$ cat config.mk
export PLATFORM = sky130hd
export DESIGN_NAME = dual_battery_level_monitor
export DESIGN_NICKNAME = d
export VERILOG_FILES = /design/src/design/dblm_pkg.sv /design/src/design/dblm_lane.sv /design/src/design/dblm_merge.sv /design/src/design/dual_battery_level_monitor.sv
export SDC_FILE = /design/constraint.sdc
export NUM_CORES = 2
export LEC_CHECK = 0
export ABC_CLOCK_PERIOD_IN_PS = 14900
export BUFFER_PORTS_ARGS = -buffer_cell sky130_fd_sc_hd__buf_2
export CAP_MARGIN = 20
export CORE_MARGIN = 10
export CORE_UTILIZATION = 44
export DETAILED_ROUTE_END_ITERATION = 10
export GPL_ROUTABILITY_DRIVEN = 0
export PLACE_DENSITY = 0.66
export SLEW_MARGIN = 20
export SYNTH_ARGS = -nofsm -noshare
export SYNTH_HDL_FRONTEND = slang
export SYNTH_HIERARCHICAL = 1
export SYNTH_SLANG_ARGS = --single-unit
$ cat constraint.sdc
create_clock -name clk -period 14.9 [get_ports clk]
set_input_delay 2.98 -clock clk [delete_from_list [all_inputs] [get_ports clk]]
set_output_delay 2.98 -clock clk [all_outputs]
set_load 0.02 [all_outputs]
$ cat src/design/dblm_pkg.sv
`timescale 1ns / 1ps
// ----------------------------------------------------------------------------
// Dual battery level monitor package
// Shared widths, codes, configuration and lane/merge result types.
// ----------------------------------------------------------------------------
`default_nettype none

package dblm_pkg;

  // Number of readings kept per channel for the moving average.
  localparam int AVG_DEPTH = 16;

  localparam int SMP_W  = 12;
  localparam int SLOT_W = (AVG_DEPTH > 1) ? $clog2(AVG_DEPTH) : 1;
  localparam int CNT_W  = $clog2(AVG_DEPTH + 1);
  localparam int SUM_W  = $clog2(AVG_DEPTH * 4095 + 1);

  // Percentage arithmetic: |avg - empty| * 100 fits in NUM_W bits.
  localparam int PCT_W     = 7;
  localparam int PCT_SCALE = 100;
  localparam int NUM_W     = 19;
  localparam int PCT_STEPS = 7;
  localparam int AVG_STEPS = SMP_W;
  localparam int STEP_W    = 4;

  // Level codes.
  localparam logic [2:0] LVL_UNKNOWN    = 3'd0;
  localparam logic [2:0] LVL_HIGH       = 3'd1;
  localparam logic [2:0] LVL_MEDIUM     = 3'd2;
  localparam logic [2:0] LVL_LOW        = 3'd3;
  localparam logic [2:0] LVL_IMBALANCED = 3'd4;

  // Configuration register indexes.
  localparam logic [2:0] CFG_FULL_THRESHOLD      = 3'd0;
  localparam logic [2:0] CFG_LOW_THRESHOLD       = 3'd1;
  localparam logic [2:0] CFG_IMBALANCE_THRESHOLD = 3'd2;
  localparam logic [2:0] CFG_IMBALANCE_NEEDED    = 3'd3;
  localparam logic [2:0] CFG_SKIP_TICKS          = 3'd4;
  localparam logic [2:0] CFG_ADC_EMPTY           = 3'd5;
  localparam logic [2:0] CFG_ADC_FULL            = 3'd6;
  localparam logic [2:0] CFG_BLINK_INTERVAL_MS   = 3'd7;

  typedef struct packed {
    logic [11:0] full_threshold;
    logic [11:0] low_threshold;
    logic [11:0] imbalance_threshold;
    logic [7:0]  imbalance_needed;
    logic [15:0] skip_ticks;
    logic [11:0] adc_empty;
    logic [11:0] adc_full;
    logic [15:0] blink_interval_ms;
  } cfg_t;

  typedef struct packed {
    logic             done;
    logic [SMP_W-1:0] avg;
    logic [PCT_W-1:0] pct;
  } lane_res_t;

  typedef struct packed {
    logic [2:0] level;
    logic       red;
    logic       green;
  } merge_res_t;

endpackage

`default_nettype wire

$ cat src/design/dblm_lane.sv
`timescale 1ns / 1ps
// ----------------------------------------------------------------------------
// Battery channel lane
// Ring buffer, running sum, serial average divider and percentage divider.
// ----------------------------------------------------------------------------
`default_nettype none

module dblm_lane (
  input  wire logic                         clk,
  input  wire logic                         rst_n,
  input  wire logic                         start,
  input  wire logic [dblm_pkg::SMP_W-1:0]   sample,
  input  wire logic [dblm_pkg::SLOT_W-1:0]  slot,
  input  wire logic                         filled,
  input  wire logic [dblm_pkg::CNT_W-1:0]   count,
  input  wire dblm_pkg::cfg_t               cfg,
  output dblm_pkg::lane_res_t               res
);

  localparam logic [2:0] L_IDLE = 3'd0;
  localparam logic [2:0] L_AVG  = 3'd1;
  localparam logic [2:0] L_PMUL = 3'd2;
  localparam logic [2:0] L_PCMP = 3'd3;
  localparam logic [2:0] L_PDIV = 3'd4;
  localparam logic [2:0] L_DONE = 3'd5;

  logic [2:0]                   state_r;
  logic [dblm_pkg::SMP_W-1:0]   ring_r [dblm_pkg::AVG_DEPTH];
  logic [dblm_pkg::SUM_W-1:0]   sum_r;
  logic [dblm_pkg::SUM_W-1:0]   sum_nxt;
  logic [dblm_pkg::SMP_W-1:0]   old_sample;
  logic [dblm_pkg::CNT_W-1:0]   div_r;
  logic [dblm_pkg::CNT_W-1:0]   rem_r;
  logic [dblm_pkg::SMP_W-1:0]   dvd_r;
  logic [dblm_pkg::STEP_W-1:0]  step_r;
  logic [dblm_pkg::CNT_W:0]     trial;
  logic                         trial_ge;
  logic [dblm_pkg::SMP_W-1:0]   avg_r;
  logic [dblm_pkg::PCT_W-1:0]   pct_r;

  logic [dblm_pkg::SMP_W:0]     num_diff;
  logic [dblm_pkg::SMP_W:0]     den_diff;
  logic [dblm_pkg::SMP_W-1:0]   num_mag;
  logic [dblm_pkg::SMP_W-1:0]   den_mag;
  logic [dblm_pkg::NUM_W-1:0]   num100_r;
  logic [dblm_pkg::SMP_W-1:0]   den_r;
  logic                         pzero_r;
  logic                         peq_r;
  logic                         pge_r;
  logic [dblm_pkg::NUM_W-1:0]   den100;
  logic [dblm_pkg::NUM_W-1:0]   prem_r;
  logic [dblm_pkg::NUM_W-1:0]   dsh_r;

  // Entries past the fill count were never written and read as zero.
  assign old_sample = filled ? ring_r[slot] : '0;
  assign sum_nxt    = sum_r - dblm_pkg::SUM_W'(old_sample) + dblm_pkg::SUM_W'(sample);

  assign trial    = {rem_r, dvd_r[dblm_pkg::SMP_W-1]};
  assign trial_ge = trial >= {1'b0, div_r};

  assign num_diff = {1'b0, dvd_r} - {1'b0, cfg.adc_empty};
  assign den_diff = {1'b0, cfg.adc_full} - {1'b0, cfg.adc_empty};
  assign num_mag  = num_diff[dblm_pkg::SMP_W] ? dblm_pkg::SMP_W'(-num_diff)
                                              : num_diff[dblm_pkg::SMP_W-1:0];
  assign den_mag  = den_diff[dblm_pkg::SMP_W] ? dblm_pkg::SMP_W'(-den_diff)
                                              : den_diff[dblm_pkg::SMP_W-1:0];
  assign den100   = dblm_pkg::NUM_W'(den_r) * dblm_pkg::NUM_W'(dblm_pkg::PCT_SCALE);

  always_ff @(posedge clk) begin
    if (start) begin
      ring_r[slot] <= sample;
    end
  end

  always_ff @(posedge clk) begin
    if (!rst_n) begin
      state_r <= L_IDLE;
      sum_r   <= '0;
    end else begin
      case (state_r)
        L_AVG: begin
          rem_r  <= trial_ge ? dblm_pkg::CNT_W'(trial - {1'b0, div_r})
                             : dblm_pkg::CNT_W'(trial);
          dvd_r  <= {dvd_r[dblm_pkg::SMP_W-2:0], trial_ge};
          step_r <= step_r + 1'b1;
          if (step_r == dblm_pkg::STEP_W'(dblm_pkg::AVG_STEPS - 1)) begin
            state_r <= L_PMUL;
          end
        end
        L_PMUL: begin
          avg_r    <= dvd_r;
          num100_r <= dblm_pkg::NUM_W'(num_mag) * dblm_pkg::NUM_W'(dblm_pkg::PCT_SCALE);
          den_r    <= den_mag;
          pzero_r  <= (num_diff[dblm_pkg::SMP_W] != den_diff[dblm_pkg::SMP_W]) ||
                      (num_mag == '0);
          peq_r    <= (den_mag == '0);
          pge_r    <= !num_diff[dblm_pkg::SMP_W];
          state_r  <= L_PCMP;
        end
        L_PCMP: begin
          if (peq_r) begin
            pct_r   <= pge_r ? dblm_pkg::PCT_W'(dblm_pkg::PCT_SCALE) : '0;
            state_r <= L_DONE;
          end else if (pzero_r) begin
            pct_r   <= '0;
            state_r <= L_DONE;
          end else if (num100_r >= den100) begin
            pct_r   <= dblm_pkg::PCT_W'(dblm_pkg::PCT_SCALE);
            state_r <= L_DONE;
          end else begin
            prem_r  <= num100_r;
            dsh_r   <= dblm_pkg::NUM_W'(den_r) << (dblm_pkg::PCT_STEPS - 1);
            pct_r   <= '0;
            step_r  <= '0;
            state_r <= L_PDIV;
          end
        end
        L_PDIV: begin
          if (prem_r >= dsh_r) begin
            prem_r <= prem_r - dsh_r;
            pct_r  <= {pct_r[dblm_pkg::PCT_W-2:0], 1'b1};
          end else begin
            pct_r  <= {pct_r[dblm_pkg::PCT_W-2:0], 1'b0};
          end
          dsh_r  <= dsh_r >> 1;
          step_r <= step_r + 1'b1;
          if (step_r == dblm_pkg::STEP_W'(dblm_pkg::PCT_STEPS - 1)) begin
            state_r <= L_DONE;
          end
        end
        default: begin
          state_r <= state_r;
        end
      endcase
      // A new item may start from idle or after a finished one.
      if (start) begin
        sum_r   <= sum_nxt;
        rem_r   <= dblm_pkg::CNT_W'(sum_nxt >> dblm_pkg::SMP_W);
        dvd_r   <= sum_nxt[dblm_pkg::SMP_W-1:0];
        div_r   <= count;
        step_r  <= '0;
        state_r <= L_AVG;
      end
    end
  end

  assign res.done = (state_r == L_DONE);
  assign res.avg  = avg_r;
  assign res.pct  = pct_r;

endmodule

`default_nettype wire

$ cat src/design/dblm_merge.sv
`timescale 1ns / 1ps
// ----------------------------------------------------------------------------
// Level classifier and indicator driver
// Combines both channel averages into a level code, imbalance run and LEDs.
// ----------------------------------------------------------------------------
`default_nettype none

module dblm_merge (
  input  wire logic                        clk,
  input  wire logic                        rst_n,
  input  wire logic                        commit,
  input  wire logic [dblm_pkg::SMP_W-1:0]  avg_first,
  input  wire logic [dblm_pkg::SMP_W-1:0]  avg_second,
  input  wire logic [31:0]                 now_ms,
  input  wire dblm_pkg::cfg_t              cfg,
  output dblm_pkg::merge_res_t             res
);

  logic [7:0]                  run_r;
  logic [7:0]                  run_nxt;
  logic                        blink_r;
  logic                        blink_nxt;
  logic [31:0]                 last_r;
  logic [31:0]                 last_nxt;
  logic [2:0]                  base_level;
  logic [2:0]                  level;
  logic [dblm_pkg::SMP_W-1:0]  diff;
  logic                        imb;
  logic [31:0]                 elapsed;
  logic                        toggle;

  always_comb begin
    if (avg_first > cfg.full_threshold && avg_second > cfg.full_threshold) begin
      base_level = dblm_pkg::LVL_HIGH;
    end else if (avg_first > cfg.low_threshold && avg_second > cfg.low_threshold) begin
      base_level = dblm_pkg::LVL_MEDIUM;
    end else begin
      base_level = dblm_pkg::LVL_LOW;
    end

    diff = (avg_first > avg_second) ? avg_first - avg_second : avg_second - avg_first;
    imb  = diff > cfg.imbalance_threshold;

    // The run saturates at the needed count; only then is imbalance reported.
    run_nxt = run_r;
    level   = base_level;
    if (imb) begin
      if (run_r < cfg.imbalance_needed) begin
        run_nxt = run_r + 8'd1;
      end else if (base_level != dblm_pkg::LVL_LOW) begin
        level = dblm_pkg::LVL_IMBALANCED;
      end
    end else begin
      run_nxt = '0;
    end

    elapsed   = now_ms - last_r;
    toggle    = (level == dblm_pkg::LVL_IMBALANCED) &&
                (elapsed >= {16'd0, cfg.blink_interval_ms});
    blink_nxt = toggle ? !blink_r : blink_r;
    last_nxt  = toggle ? now_ms : last_r;

    res.level = level;
    case (level)
      dblm_pkg::LVL_HIGH: begin
        res.red   = 1'b0;
        res.green = 1'b1;
      end
      dblm_pkg::LVL_MEDIUM: begin
        res.red   = 1'b1;
        res.green = 1'b1;
      end
      dblm_pkg::LVL_LOW: begin
        res.red   = 1'b1;
        res.green = 1'b0;
      end
      default: begin
        res.red   = blink_nxt;
        res.green = 1'b0;
      end
    endcase
  end

  always_ff @(posedge clk) begin
    if (!rst_n) begin
      run_r   <= '0;
      blink_r <= 1'b0;
      last_r  <= '0;
    end else if (commit) begin
      run_r   <= run_nxt;
      blink_r <= blink_nxt;
      last_r  <= last_nxt;
    end
  end

endmodule

`default_nettype wire

$ cat src/design/dual_battery_level_monitor.sv
`timescale 1ns / 1ps
// ----------------------------------------------------------------------------
// Dual battery level monitor
// Moving-average level monitor for two batteries with imbalance detection.
// ----------------------------------------------------------------------------
// Each input item is one loop tick with a reading per battery and a
// millisecond time; every item yields exactly one result item. Only one tick
// in skip_ticks is processed: the others return level code 0 at once, with
// the averages, percentages and LEDs of the last processed tick. A processed
// tick is handled by the two channel lanes working side by side: each runs a
// 12-step serial divider for its moving average (running sum over the readings
// held so far) and up to a 7-step serial divider for its 0..100 percentage,
// after which the level classifier settles the level code and LEDs
// combinationally, ahead of the output register.
// A skipped tick is answered in the cycle after it is accepted. Results
// wait in an output register, so a processed tick may be accepted while
// the previous result has not yet been taken. Configuration may be written
// whenever the block is idle; no clearing pass is needed after reset.
// ----------------------------------------------------------------------------
`default_nettype none

module dual_battery_level_monitor (
  input  wire logic        clk,
  input  wire logic        rst_n,
  // Input items.
  input  wire logic        in_tvalid,
  output logic             in_tready,
  // [11:0] sample_first, [23:12] sample_second, [55:24] now_ms
  input  wire logic [55:0] in_tdata,
  // Result items.
  output logic             out_tvalid,
  input  wire logic        out_tready,
  // [2:0] level_code, [3] led_red, [4] led_green, [16:5] average_first,
  // [28:17] average_second, [35:29] percent_first, [42:36] percent_second,
  // [47:43] zero
  output logic [47:0]      out_tdata,
  // Configuration writes.
  input  wire logic        cfg_we,
  input  wire logic [2:0]  cfg_index,
  input  wire logic [15:0] cfg_wdata
);

  localparam logic [1:0] ST_IDLE   = 2'd0;
  localparam logic [1:0] ST_BUSY   = 2'd1;
  localparam logic [1:0] ST_COMMIT = 2'd2;

  dblm_pkg::cfg_t                cfg_r;
  logic [1:0]                    state_r;
  logic [15:0]                   tick_r;
  logic [15:0]                   tick_nxt;
  logic                          proc_now;
  logic                          in_acc;
  logic                          start;
  logic [dblm_pkg::SLOT_W-1:0]   slot_r;
  logic [dblm_pkg::CNT_W-1:0]    count_r;
  logic [dblm_pkg::CNT_W-1:0]    count_nxt;
  logic                          filled;
  logic [31:0]                   now_r;
  logic                          out_free;
  logic                          commit;
  logic                          out_valid_r;
  logic [2:0]                    out_level_r;
  logic                          held_red_r;
  logic                          held_green_r;
  logic [dblm_pkg::SMP_W-1:0]    held_avg1_r;
  logic [dblm_pkg::SMP_W-1:0]    held_avg2_r;
  logic [dblm_pkg::PCT_W-1:0]    held_pct1_r;
  logic [dblm_pkg::PCT_W-1:0]    held_pct2_r;
  dblm_pkg::lane_res_t           lane1_res;
  dblm_pkg::lane_res_t           lane2_res;
  dblm_pkg::merge_res_t          merge_res;

  // Tick counting: a tick is processed when the incremented count reaches
  // skip_ticks, so a skip_ticks of zero processes every tick.
  assign tick_nxt = tick_r + 16'd1;
  assign proc_now = tick_nxt >= cfg_r.skip_ticks;

  // The output register is free when empty or being drained this cycle.
  assign out_free  = !out_valid_r || out_tready;
  // A skipped tick needs the output register right away; a processed tick
  // only needs it at the end, so it may enter while a result still waits.
  assign in_tready = (state_r == ST_IDLE) && (proc_now || out_free);
  assign in_acc    = in_tvalid && in_tready;
  assign start     = in_acc && proc_now;
  assign commit    = (state_r == ST_COMMIT) && out_free;

  // Until the ring has wrapped, the slot about to be overwritten is empty.
  assign filled    = (count_r == dblm_pkg::CNT_W'(dblm_pkg::AVG_DEPTH));
  assign count_nxt = filled ? count_r : count_r + 1'b1;

  always_ff @(posedge clk) begin
    if (!rst_n) begin
      cfg_r.full_threshold      <= 12'd3000;
      cfg_r.low_threshold       <= 12'd2600;
      cfg_r.imbalance_threshold <= 12'd18;
      cfg_r.imbalance_needed    <= 8'd5;
      cfg_r.skip_ticks          <= 16'd1;
      cfg_r.adc_empty           <= 12'd0;
      cfg_r.adc_full            <= 12'd4095;
      cfg_r.blink_interval_ms   <= 16'd500;
    end else if (cfg_we) begin
      case (cfg_index)
        dblm_pkg::CFG_FULL_THRESHOLD:      cfg_r.full_threshold      <= cfg_wdata[11:0];
        dblm_pkg::CFG_LOW_THRESHOLD:       cfg_r.low_threshold       <= cfg_wdata[11:0];
        dblm_pkg::CFG_IMBALANCE_THRESHOLD: cfg_r.imbalance_threshold <= cfg_wdata[11:0];
        dblm_pkg::CFG_IMBALANCE_NEEDED:    cfg_r.imbalance_needed    <= cfg_wdata[7:0];
        dblm_pkg::CFG_SKIP_TICKS:          cfg_r.skip_ticks          <= cfg_wdata;
        dblm_pkg::CFG_ADC_EMPTY:           cfg_r.adc_empty           <= cfg_wdata[11:0];
        dblm_pkg::CFG_ADC_FULL:            cfg_r.adc_full            <= cfg_wdata[11:0];
        dblm_pkg::CFG_BLINK_INTERVAL_MS:   cfg_r.blink_interval_ms   <= cfg_wdata;
        default: begin
          cfg_r <= cfg_r;
        end
      endcase
    end
  end

  always_ff @(posedge clk) begin
    if (!rst_n) begin
      state_r      <= ST_IDLE;
      tick_r       <= '0;
      slot_r       <= '0;
      count_r      <= '0;
      out_valid_r  <= 1'b0;
      out_level_r  <= dblm_pkg::LVL_UNKNOWN;
      held_red_r   <= 1'b0;
      held_green_r <= 1'b0;
      held_avg1_r  <= '0;
      held_avg2_r  <= '0;
      held_pct1_r  <= '0;
      held_pct2_r  <= '0;
    end else begin
      if (out_valid_r && out_tready) begin
        out_valid_r <= 1'b0;
      end

      case (state_r)
        ST_IDLE: begin
          if (in_acc) begin
            if (proc_now) begin
              tick_r  <= '0;
              now_r   <= in_tdata[55:24];
              count_r <= count_nxt;
              if (slot_r == dblm_pkg::SLOT_W'(dblm_pkg::AVG_DEPTH - 1)) begin
                slot_r <= '0;
              end else begin
                slot_r <= slot_r + 1'b1;
              end
              state_r <= ST_BUSY;
            end else begin
              // Skipped tick: the held fields already sit on the output.
              tick_r      <= tick_nxt;
              out_level_r <= dblm_pkg::LVL_UNKNOWN;
              out_valid_r <= 1'b1;
            end
          end
        end
        ST_BUSY: begin
          if (lane1_res.done && lane2_res.done) begin
            state_r <= ST_COMMIT;
          end
        end
        ST_COMMIT: begin
          if (commit) begin
            out_level_r  <= merge_res.level;
            held_red_r   <= merge_res.red;
            held_green_r <= merge_res.green;
            held_avg1_r  <= lane1_res.avg;
            held_avg2_r  <= lane2_res.avg;
            held_pct1_r  <= lane1_res.pct;
            held_pct2_r  <= lane2_res.pct;
            out_valid_r  <= 1'b1;
            state_r      <= ST_IDLE;
          end
        end
        default: begin
          state_r <= ST_IDLE;
        end
      endcase
    end
  end

  dblm_lane u_lane_first (
    .clk    (clk),
    .rst_n  (rst_n),
    .start  (start),
    .sample (in_tdata[11:0]),
    .slot   (slot_r),
    .filled (filled),
    .count  (count_nxt),
    .cfg    (cfg_r),
    .res    (lane1_res)
  );

  dblm_lane u_lane_second (
    .clk    (clk),
    .rst_n  (rst_n),
    .start  (start),
    .sample (in_tdata[23:12]),
    .slot   (slot_r),
    .filled (filled),
    .count  (count_nxt),
    .cfg    (cfg_r),
    .res    (lane2_res)
  );

  dblm_merge u_merge (
    .clk        (clk),
    .rst_n      (rst_n),
    .commit     (commit),
    .avg_first  (lane1_res.avg),
    .avg_second (lane2_res.avg),
    .now_ms     (now_r),
    .cfg        (cfg_r),
    .res        (merge_res)
  );

  // The held fields only change when a new result is loaded, so they form
  // the stable payload of the output register together with the level code.
  assign out_tvalid = out_valid_r;
  assign out_tdata  = {5'd0, held_pct2_r, held_pct1_r, held_avg2_r, held_avg1_r,
                       held_green_r, held_red_r, out_level_r};

endmodule

`default_nettype wire
==> flow_summary_export.csv <==
group,metric,value,unit
clocking,cts_setup_buffers,0,
setup_path,path_max_fanout,6,
synthesis,async_flop_share,0,%
timing,period_share,47.99,%
global_route,grt_use_met1,25.79,%
synthesis,synth.largest_area_cell,"edfxtp_1",
floorplan,io-pin-count,130,
synthesis,netlist.area_leader.share,36.79,%
floorplan,die_area,133700,um2
timing,setup_violations,0,
timing,hold_viol,0,
routing,wl,122800,um
power_and_ir_drop,powerDensity,139.6,nW/um2
routing,vias,35900,
clocking,cts_made_buffers,94,
synthesis,synth.area.top_cells,"edfxtp_1 (37%), ha_1 (12%), dfxtp_1 (9.5%)",
timing,holdWs,0.4591,ns
job,cap_violations,0,
routing,ant_nets,0,
power_and_ir_drop,totalPowerFinal,8.102,mW
setup_path,critPathLaunchType,"flop",
synthesis,synth_area,52570,um2
synthesis,ys_seq_area_share,46.31,%
clocking,clkSinkCount,894,
place,buffer_ports.inserted,124,
global_route,antenna_found_initial,4,
floorplan,design.core.area,118400,um2
routing,viasPerCell,5.460,
global_route,grt_remaining_overflow,0,
synthesis,yosysUniqueCellTypes,112,
synthesis,synth-xor-area-share,4.111,%
timing,fmax,0.1399,GHz
synthesis,synthCells,4808,
place,dp.final_hpwl,91130,um
synthesis,synthMuxAreaShare,5.819,%
synthesis,synth_top_family_by_area,"adder cells",
setup_path,critPathKind,"flop to output port",
timing,drv_slew,0,
clocking,cts-root-buf,"clkbuf_16",
floorplan,die_y,365.6,um
floorplan,die_w,365.6,um
timing,max_slew_margin,25.82,%
status,outcome,"completed",
clocking,ctsResizeCount,0,
synthesis,synth_flop_cell,"edfxtp_1",
synthesis,synth_compound_area_share,12.28,%
clocking,path_clk_slew,0.06,ns
clocking,cts.path.max_buffers,3,
global_route,grt_pass1_wl,195400,um
timing,fin_crit,7.151,ns
global_route,use_met2,28.30,%
clocking,htree_levels,3,
worst_hold_path,hp-class,"flop to flop",
timing,finClkSkew,0.04988,ns
timing,grt_setup_unrepaired,"no",
setup_path,end_kind,"output port",
global_route,met3_usage,3.053,%
timing,tns,0,ns
final_layout,drive_gt1_share,10.84,%
setup_path,required,11.92,ns
synthesis,synthSimpleGateAreaFrac,12.11,%
global_route,grt_use_total,18.12,%
floorplan,start_util,44.40,%
global_route,grt_max_degree,79,
global_route,grt_pass1_vias,35050,
worst_hold_path,holdPathStages,2,
global_route,globalRoute.busiestLayer,"met2",
final_layout,utilization,49.03,%
timing,max_slew.worst_pin.slew,1.109,ns
final_layout,area_growth,10.42,%
routing,drt_iter0_drc,2586,
synthesis,yosysWarnings,6,
final_layout,fin_nets,5535,
routing,wire_per_inst,18.68,um
floorplan,row_count,126,
synthesis,synth_edf_count,644,
routing,drc,0,
clocking,cts_hold_buf,0,
synthesis,synth_fa_ha_area_share,14.30,%
synthesis,yosys_register_bits,894,
clocking,cts_tree,"done",
setup_path,reg2reg_depth,26,
power_and_ir_drop,p_leak,22.40,nW
power_and_ir_drop,ir_drop,0.1576,mV
routing,first_pass_iters,6,
clocking,clock_latency,0.73,ns
setup_path,worstPathArrival,4.17,ns
synthesis,synth_area_per_cell,10.93,um2
==> per-layer routing <==
layer / routed length, um / share of wire (%)
met5: 0 / 0
met4: 3048 / 2.5
met3: 7014 / 5.7
met2: 55010 / 45
met1: 57730 / 47
==> critical path: stages (launching register included) <==
cell and delay (ns):
dfxtp_1 0.43, ha_1 0.26, inv_1 0.07, or3_1 0.45, nor2_1 0.22, nand3_1 0.16, xnor2_1 0.16, ha_1 0.29
nand4_1 0.13, nor3_1 0.34, and2_2 0.29, nor3_4 0.06, a21boi_0 0.39, buf_2 0.26
==> report_power, final <==
group | leakage (nW) | switching, mW | internal (mW)
Sequential | 7.85 | 0.0778 | 2.90
Combinational | 12.9 | 1.48 | 1.21
Clock | 1.60 | 1.03 | 1.41
Total | 22.4 | 2.58 | 5.52
==> state kept, by name, indices dropped and copies added, names as in the netlist, 16 cells and up <==
signal,count
u_lane_first/num100_r,17
u_lane_first/sum_r,16
u_lane_first/prem_r,19
cfg_r,100
u_lane_first/dsh_r,18
u_merge/last_r,32
u_lane_second/ring_r,192
u_lane_first/ring_r,192
u_lane_second/num100_r,17
u_lane_second/prem_r,19
now_r,32
u_lane_second/sum_r,16
u_lane_second/dsh_r,18
tick_r,16
==> per-stage QoR <==
step	setup slack, ns	instances	area [um2]
after detailed placement	8.091	6395	54720
after floorplan	8.193	4812	52580
final	7.749	6575	58050
after CTS	7.687	6572	57990
after global routing	7.403	6575	58050
after global placement	8.089	6395	54720
==> cell families (layout without fill, tap and decap cells) <==
family | count (synthesis) | count (layout)
flops | 894 | 894
compound gates | 941 | 941
other cells | 1 | 7
simple gates | 1341 | 1341
buf+inv | 669 | 830
xor+xnor | 245 | 245
fa+ha+maj | 563 | 563
mux | 154 | 154
==> cells in the final DEF (no fill, tap or decap), types with 13 or more instances in the layout <==
master     instances
edfxtp_1         644
nand2_1          522
ha_1             500
inv_1            497
dfxtp_1          247
nor2_1           223
o21ai_0          189
a21oi_1          175
xnor2_1          159
a21boi_0         132
buf_2            123
mux4_2           120
nand3_1          117
clkbuf_16         99
xor2_1            84
nor3_1            70
and2_1            70
fa_1              63
nand4_1           62
nor2b_1           61
a21o_1            59
o21a_1            48
nand2b_1          44
a31oi_1           37
or3_1             35
buf_4             31
o21bai_1          31
a22o_1            31
a211oi_1          25
o31ai_1           22
mux2i_1           21
o211ai_1          21
clkbuf_1          21
nor4_1            18
and3_1            17
nor2_2            17
clkinv_2          16
o2111ai_1         14
mux2_2            13
o21ai_1           13
==> synthesized netlist by cell type, types with 14 or more instances <==
cell and number:
edfxtp_1 644, nand2_1 523, ha_1 500, inv_1 497, dfxtp_1 250, nor2_1 240
o21ai_0 189, a21oi_1 175, xnor2_1 159, a21boi_0 132, mux4_2 120, nand3_1 117
clkbuf_1 115, xor2_1 84, nor3_1 77, and2_1 70, fa_1 63, nand4_1 62
nor2b_1 62, a21o_1 59, o21a_1 48, nand2b_1 46, a31oi_1 37, or3_1 35
a22o_1 31, o21bai_1 31, a211oi_1 25, o31ai_1 22, mux2i_1 21, o211ai_1 21
buf_4 18, nor4_1 18, and3_1 17, buf_1 16, o2111ai_1 14
==> final timing paths <==
kind / endpoint / slack [ns] / from
max: in_tready / 7.75 / tick_r[0]
min: held_pct1_r[0] / 0.46 / held_pct1_r[0]
max reg2reg: u_lane_first/num100_r[18] / 8.25 / u_lane_first/dvd_r[0]
min reg2reg: held_pct1_r[0] / 0.46 / held_pct1_r[0]
==> layout make-up <==
type	count	area (um2)
antenna	2	5.005
clock buffer	133	2708
clock inverter	44	563.0
fill	10670	60350
inverter	498	1869
multi-input combinational	3249	25690
sequential	894	24350
tap	1600	2002
timing repair buffer	155	859.6
Note: power is estimated with default switching activity, not from simulation.
